## src/rtl/spq_pkg.sv

```systemverilog
`timescale 1ns / 1ps
// ----------------------------------------------------------------------------
// spq_pkg
// shared types and codes for the sorted priority queue
// ----------------------------------------------------------------------------
package spq_pkg;

  localparam int PRIO_W = 8;
  localparam int TAG_W  = 16;
  localparam int OCC_W  = 5;
  localparam int STAT_W = 2;

  localparam logic OP_PUSH = 1'b0;
  localparam logic OP_POP  = 1'b1;

  localparam logic [STAT_W-1:0] ST_PUSHED = 2'd0;
  localparam logic [STAT_W-1:0] ST_POPPED = 2'd1;
  localparam logic [STAT_W-1:0] ST_FULL   = 2'd2;
  localparam logic [STAT_W-1:0] ST_EMPTY  = 2'd3;

  // operation broadcast to every cell
  typedef struct packed {
    logic              push;
    logic              pop;
    logic [PRIO_W-1:0] prio;
    logic [TAG_W-1:0]  tag;
  } cmd_t;

  // what one cell shows its neighbors
  typedef struct packed {
    logic              valid;
    logic              gt;
    logic [PRIO_W-1:0] prio;
    logic [TAG_W-1:0]  tag;
  } link_t;

endpackage

```

## src/rtl/spq_cell.sv

```systemverilog
`timescale 1ns / 1ps
// ----------------------------------------------------------------------------
// spq_cell
// one slot of the sorted array, shifts right on insert and left on pop
// ----------------------------------------------------------------------------
module spq_cell (
  input  logic          clk,
  input  logic          rst_n,
  input  spq_pkg::cmd_t  cmd,
  input  spq_pkg::link_t left_link,
  input  spq_pkg::link_t right_link,
  output spq_pkg::link_t own_link
);

  logic                       valid_r;
  logic                       valid_nxt;
  logic [spq_pkg::PRIO_W-1:0] prio_r;
  logic [spq_pkg::PRIO_W-1:0] prio_nxt;
  logic [spq_pkg::TAG_W-1:0]  tag_r;
  logic [spq_pkg::TAG_W-1:0]  tag_nxt;
  logic                       gt;

  // empty slots count as greater so the insert point lands on them
  assign gt = !valid_r || (prio_r > cmd.prio);

  always_comb begin
    valid_nxt = valid_r;
    prio_nxt  = prio_r;
    tag_nxt   = tag_r;
    if (cmd.push && gt) begin
      if (!left_link.gt) begin
        valid_nxt = 1'b1;
        prio_nxt  = cmd.prio;
        tag_nxt   = cmd.tag;
      end else begin
        valid_nxt = left_link.valid;
        prio_nxt  = left_link.prio;
        tag_nxt   = left_link.tag;
      end
    end else if (cmd.pop) begin
      valid_nxt = right_link.valid;
      prio_nxt  = right_link.prio;
      tag_nxt   = right_link.tag;
    end
  end

  always_ff @(posedge clk) begin
    if (!rst_n) begin
      valid_r <= 1'b0;
    end else begin
      valid_r <= valid_nxt;
    end
  end

  always_ff @(posedge clk) begin
    prio_r <= prio_nxt;
    tag_r  <= tag_nxt;
  end

  assign own_link = '{valid: valid_r, gt: gt, prio: prio_r, tag: tag_r};

endmodule

```

## src/rtl/sorted_priority_queue_core.sv

```systemverilog
`timescale 1ns / 1ps
// ----------------------------------------------------------------------------
// sorted_priority_queue_core
// sorted priority queue built as a row of shifting cells
// ----------------------------------------------------------------------------
// usage:
//   in channel carries an operation: opcode push with priority and tag, or
//   pop. every input transfer yields exactly one out transfer with status,
//   popped priority and tag (zero unless popped), occupancy and empty flag.
//   pushes land after all entries of equal or lower priority value, so
//   equal priorities leave in arrival order. a push to a full queue and a
//   pop of an empty one change nothing and report their status.
//   the result is registered and valid in the cycle after the input
//   transfer. throughput: one operation per cycle while out_ready is high;
//   every cell compares the broadcast priority and shifts in the same
//   cycle, and the result register sits between the two channels.
//   when out_ready is low the result waits in the output register and
//   in_ready drops until it is taken.
//   reset (rst_n low, synchronous) empties the queue and drops out_valid.
// ----------------------------------------------------------------------------
module sorted_priority_queue_core #(
  parameter int DEPTH = 16
) (
  input  logic                          clk,
  input  logic                          rst_n,
  input  logic                          in_valid,
  output logic                          in_ready,
  input  logic                          in_opcode,
  input  logic [spq_pkg::PRIO_W-1:0]    in_entry_priority,
  input  logic [spq_pkg::TAG_W-1:0]     in_entry_tag,
  output logic                          out_valid,
  input  logic                          out_ready,
  output logic [spq_pkg::STAT_W-1:0]    out_status,
  output logic [spq_pkg::PRIO_W-1:0]    out_priority,
  output logic [spq_pkg::TAG_W-1:0]     out_tag,
  output logic [spq_pkg::OCC_W-1:0]     out_occupancy,
  output logic                          out_queue_empty
);

  localparam int CNT_W = $clog2(DEPTH + 1);

  logic                       in_xfer;
  logic                       full;
  logic                       empty;
  logic [CNT_W-1:0]           count_r;
  logic [CNT_W-1:0]           count_nxt;
  logic [31:0]                count_ext;
  spq_pkg::cmd_t              cmd;
  spq_pkg::link_t             links [DEPTH];
  spq_pkg::link_t             edge_left;
  spq_pkg::link_t             edge_right;

  logic                       out_valid_r;
  logic [spq_pkg::STAT_W-1:0] status_r;
  logic [spq_pkg::STAT_W-1:0] status_nxt;
  logic [spq_pkg::PRIO_W-1:0] prio_r;
  logic [spq_pkg::PRIO_W-1:0] prio_nxt;
  logic [spq_pkg::TAG_W-1:0]  tag_r;
  logic [spq_pkg::TAG_W-1:0]  tag_nxt;
  logic [spq_pkg::OCC_W-1:0]  occ_r;
  logic                       qempty_r;

  assign in_ready = !out_valid_r || out_ready;
  assign in_xfer  = in_valid && in_ready;
  assign full     = (count_r == CNT_W'(DEPTH));
  assign empty    = (count_r == '0);

  assign cmd.push = in_xfer && (in_opcode == spq_pkg::OP_PUSH) && !full;
  assign cmd.pop  = in_xfer && (in_opcode == spq_pkg::OP_POP) && !empty;
  assign cmd.prio = in_entry_priority;
  assign cmd.tag  = in_entry_tag;

  // left edge never shifts in, right edge feeds an empty slot
  assign edge_left  = '{valid: 1'b0, gt: 1'b0, prio: '0, tag: '0};
  assign edge_right = '{valid: 1'b0, gt: 1'b1, prio: '0, tag: '0};

  for (genvar i = 0; i < DEPTH; i++) begin : g_cell
    spq_pkg::link_t lft;
    spq_pkg::link_t rgt;
    if (i == 0) begin : g_first
      assign lft = edge_left;
    end else begin : g_mid_l
      assign lft = links[i-1];
    end
    if (i == DEPTH - 1) begin : g_last
      assign rgt = edge_right;
    end else begin : g_mid_r
      assign rgt = links[i+1];
    end
    spq_cell u_cell (
      .clk        (clk),
      .rst_n      (rst_n),
      .cmd        (cmd),
      .left_link  (lft),
      .right_link (rgt),
      .own_link   (links[i])
    );
  end

  always_comb begin
    count_nxt  = count_r;
    status_nxt = spq_pkg::ST_PUSHED;
    prio_nxt   = '0;
    tag_nxt    = '0;
    unique case (in_opcode)
      spq_pkg::OP_PUSH: begin
        if (full) begin
          status_nxt = spq_pkg::ST_FULL;
        end else begin
          status_nxt = spq_pkg::ST_PUSHED;
          count_nxt  = count_r + CNT_W'(1);
        end
      end
      spq_pkg::OP_POP: begin
        if (empty) begin
          status_nxt = spq_pkg::ST_EMPTY;
        end else begin
          status_nxt = spq_pkg::ST_POPPED;
          prio_nxt   = links[0].prio;
          tag_nxt    = links[0].tag;
          count_nxt  = count_r - CNT_W'(1);
        end
      end
      default: begin
        status_nxt = spq_pkg::ST_PUSHED;
      end
    endcase
  end

  assign count_ext = 32'(count_nxt);

  always_ff @(posedge clk) begin
    if (!rst_n) begin
      count_r     <= '0;
      out_valid_r <= 1'b0;
    end else begin
      if (in_xfer) begin
        count_r <= count_nxt;
      end
      if (in_xfer) begin
        out_valid_r <= 1'b1;
      end else if (out_ready) begin
        out_valid_r <= 1'b0;
      end
    end
  end

  always_ff @(posedge clk) begin
    if (in_xfer) begin
      status_r <= status_nxt;
      prio_r   <= prio_nxt;
      tag_r    <= tag_nxt;
      occ_r    <= count_ext[spq_pkg::OCC_W-1:0];
      qempty_r <= (count_nxt == '0);
    end
  end

  assign out_valid       = out_valid_r;
  assign out_status      = status_r;
  assign out_priority    = prio_r;
  assign out_tag         = tag_r;
  assign out_occupancy   = occ_r;
  assign out_queue_empty = qempty_r;

`ifndef SYNTHESIS
  a_count_bound: assert property (@(posedge clk) disable iff (!rst_n)
    count_r <= CNT_W'(DEPTH))
    else $error("count beyond depth");

  a_head_valid: assert property (@(posedge clk) disable iff (!rst_n)
    links[0].valid == !empty)
    else $error("head slot valid disagrees with count");

  a_full_reject: assert property (@(posedge clk) disable iff (!rst_n)
    in_xfer && (in_opcode == spq_pkg::OP_PUSH) && full
    |=> out_status == spq_pkg::ST_FULL && $stable(count_r))
    else $error("push on full queue not rejected");

  a_pop_empty: assert property (@(posedge clk) disable iff (!rst_n)
    in_xfer && (in_opcode == spq_pkg::OP_POP) && empty
    |=> out_status == spq_pkg::ST_EMPTY && out_queue_empty)
    else $error("pop on empty queue misreported");
`endif

endmodule
```

## config.mk

```make
export PLATFORM = sky130hd
export DESIGN_NAME = sorted_priority_queue_core
export DESIGN_NICKNAME = d
export VERILOG_FILES = /design/src/rtl/spq_pkg.sv /design/src/rtl/spq_cell.sv /design/src/rtl/sorted_priority_queue_core.sv
export SDC_FILE = /design/constraint.sdc
export NUM_CORES = 1
export LEC_CHECK = 0
export ABC_AREA = 0
export BUFFER_PORTS_ARGS = -buffer_cell sky130_fd_sc_hd__buf_2
export CAP_MARGIN = 15
export CELL_PAD_IN_SITES_DETAIL_PLACEMENT = 1
export CELL_PAD_IN_SITES_GLOBAL_PLACEMENT = 2
export CORE_MARGIN = 4
export CORE_UTILIZATION = 44
export DETAILED_ROUTE_END_ITERATION = 12
export GPL_ROUTABILITY_DRIVEN = 1
export PLACE_DENSITY = 0.89
export SYNTH_ARGS = -nofsm -noshare
export SYNTH_HDL_FRONTEND = slang
export SYNTH_HIERARCHICAL = 1
export SYNTH_SLANG_ARGS = --single-unit
```

## constraint.sdc

```tcl
create_clock -name clk -period 6.79 [get_ports clk]
set_input_delay 0.679 -clock clk [delete_from_list [all_inputs] [get_ports clk]]
set_output_delay 0.679 -clock clk [all_outputs]
set_load 0.02 [all_outputs]
```

==> results.md <==
- Clock period minus worst slack: 4.02 ns
- GRT Overall Usage: 18.7%
- Fin crit share: 59.1%
- Setup violations, final: 0
- Initial DRT Pass Iterations: 5
- Port Buffer Count: 62
- Die Span X: 265 µm
- Mapped Cells: 2155
- Leakage: 12.5 nW
- Post-CTS Setup Repair Bufs: 0
- Max_slew headroom: 23.9%
- IR drop worst, VDD: 0.193 mV
- Share of post-route cells with drive strength above 1: 40.4%
- Final std cells w/o fill: 3135
- Max layer used: met4
- Placement row count: 94
- DR iter-0 viols: 867
- Seq pwr share: 44.9%
- Vias: 17122
- Num CTS Buffers: 50
- Crit path required time: 7.02 ns
- MaxCap Viol Count: 0
- Maximum clock rate: 249 MHz
- Hold Path Class: primary input to flip-flop
- Clk buf depth: 3
- Switching Fraction: 27.9%
- Congestion Overflow GR: 0
- Least-Margin Pin Slew: 1.14 ns
- First-pass GRT wire length: 107000 µm
- Startpoint types: flip-flop
- Synth warn: 6
- Die area: 70300 µm²
- Routed length on met3: 2100 µm
- Gpl congestion: 0.799
- Switching power: 2.22 mW
- Synth Cell Area: 29100 µm²
- Pin count of the biggest net entering global routing: 34
- Skew final: 0.0228 ns
- H-tree lvl count: 2
- WL met1: 29600 µm
- Combinational share of power: 21.7%
- Pint: 5.74 mW
- Reg clk slew, reported paths: 0.06 ns
- Antenna viol nets, final: 0
- Initial antenna violation count: 1
- Die span in y: 265 µm
- Vias in the first global route: 18921
- TritonCTS clock tree: done
- RSZ-0062 raised after global routing: no
- Post-CTS Hold Fix Bufs: 0
- Resized Gates After CTS: 0
- Area growth from synthesis to layout: 8.46%
- CP arrival: 4.24 ns
- Post-route cell area: 31600 µm²
- Drt via density: 5.46
- Max-slew violation count: 0
- CP Max Fanout: 26
- Syn_area_per_cell: 13.5 µm²
- Layout Nets: 2387
- Wirelength per Cell: 21.6 µm
- Final TNS setup: 0 ns
- Final Hold Viols: 0
- DP Wirelength: 50000 µm
- Core Region: 65600 µm²
- Clock share of power: 33.4%
- Met2 WL post-DR: 34700 µm
- Drt drc: 0
- Drt total wl: 67600 µm
- Run status: complete, no violations
- CP Class: flip-flop to flip-flop
- Power per standard cell area: 252 nW/µm²
- I/O pins: 63
- Util after Layout: 48.1%
- Later-pin clock latency in the skew report: 0.61 ns
- # clock sinks: 438
- Element type at the critical path end: flip-flop
- Placed Cells: 3031
- Clk root buf: clkbuf_16
- Initial Util: 44.3%
- DP Area: 29700 µm²
[state kept, by name, indices dropped and copies added, names as in the netlist]
signal	flops
g_cell.u_cell/valid_r	16
out_status	2
count_r	5
out_valid	1
g_cell.u_cell/tag_r	256
out_priority	8
g_cell.u_cell/prio_r	128
out_tag	16
out_occupancy	5
out_queue_empty	1
[layer usage]
layer  GRT usage, %  vias up
met5              0        -
met4           4.40        0
met3           2.36       85
met2           34.0      272
met1           23.9     8621
li1               -     8144
[cells in the final DEF (no fill, tap or decap), types with 10 or more instances in the layout]
master,instances
a21boi_0,19
nor3b_1,19
clkinv_2,14
or2_2,16
nor2b_1,34
o211ai_1,16
nand2_1,148
nor2_4,16
conb_1,55
nand4_1,16
a21o_1,17
mux2_4,288
clkinv_1,12
nand4_2,16
buf_4,14
a21oi_4,16
clkbuf_1,10
ha_1,130
inv_1,164
o22ai_1,15
dfxtp_1,22
buf_2,62
o21ai_0,114
edfxtp_1,416
clkbuf_16,50
and2_1,25
a221oi_1,16
o21ai_2,16
mux2i_1,18
mux2_2,368
a21oi_1,64
o31ai_4,16
[cell type report]
cell class	count	area (µm²)
multi-input combinational	1489	14700
clock inverter	34	302
tap	864	1080
antenna	1	2.50
timing repair buffer	85	663
sequential	438	12900
fill	6662	34100
clock buffer	60	1290
inverter	164	616
[power groups by stage]
stage                     Combinational [mW]  Clock [mW]  Sequential, mW
after detailed placement                1.69           0            3.62
after global routing                    1.88        2.86            3.60
after global placement                  1.60           0            3.61
after floorplan                         1.39           0            3.53
after CTS                               1.71        2.73            3.57
final                                   1.73        2.66            3.57
[critical path, stage by stage, from the launching register on]
cell	delay [ns]
dfxtp_1	0.45
inv_1	0.12
ha_1	0.26
nor3b_1	0.22
a211oi_4	0.25
buf_4	0.51
o31ai_4	0.18
a21oi_4	0.89
or2_2	0.69
[final timing paths]
path	startpoint	endpoint	slack (ns)	cells past startpoint
setup / recovery	count_r[1]	g_cell[14].u_cell/tag_r[6]	2.77	8
hold / removal	in_valid	out_valid	0.34	3
setup reg to reg	count_r[1]	g_cell[14].u_cell/tag_r[6]	2.77	8
hold reg to reg	g_cell[15].u_cell/tag_r[15]	g_cell[14].u_cell/tag_r[15]	0.55	1
[stage by stage]
stage	power (mW)	setup slack (ns)	hold slack [ns]
floorplan	4.92	0.776	0.518
global placement	5.20	2.70	0.529
detailed placement	5.32	2.63	0.535
CTS	8.01	2.77	0.309
global route	8.34	2.52	0.337
finish	7.96	2.77	0.340
Note: power is estimated with default switching activity, not from simulation.
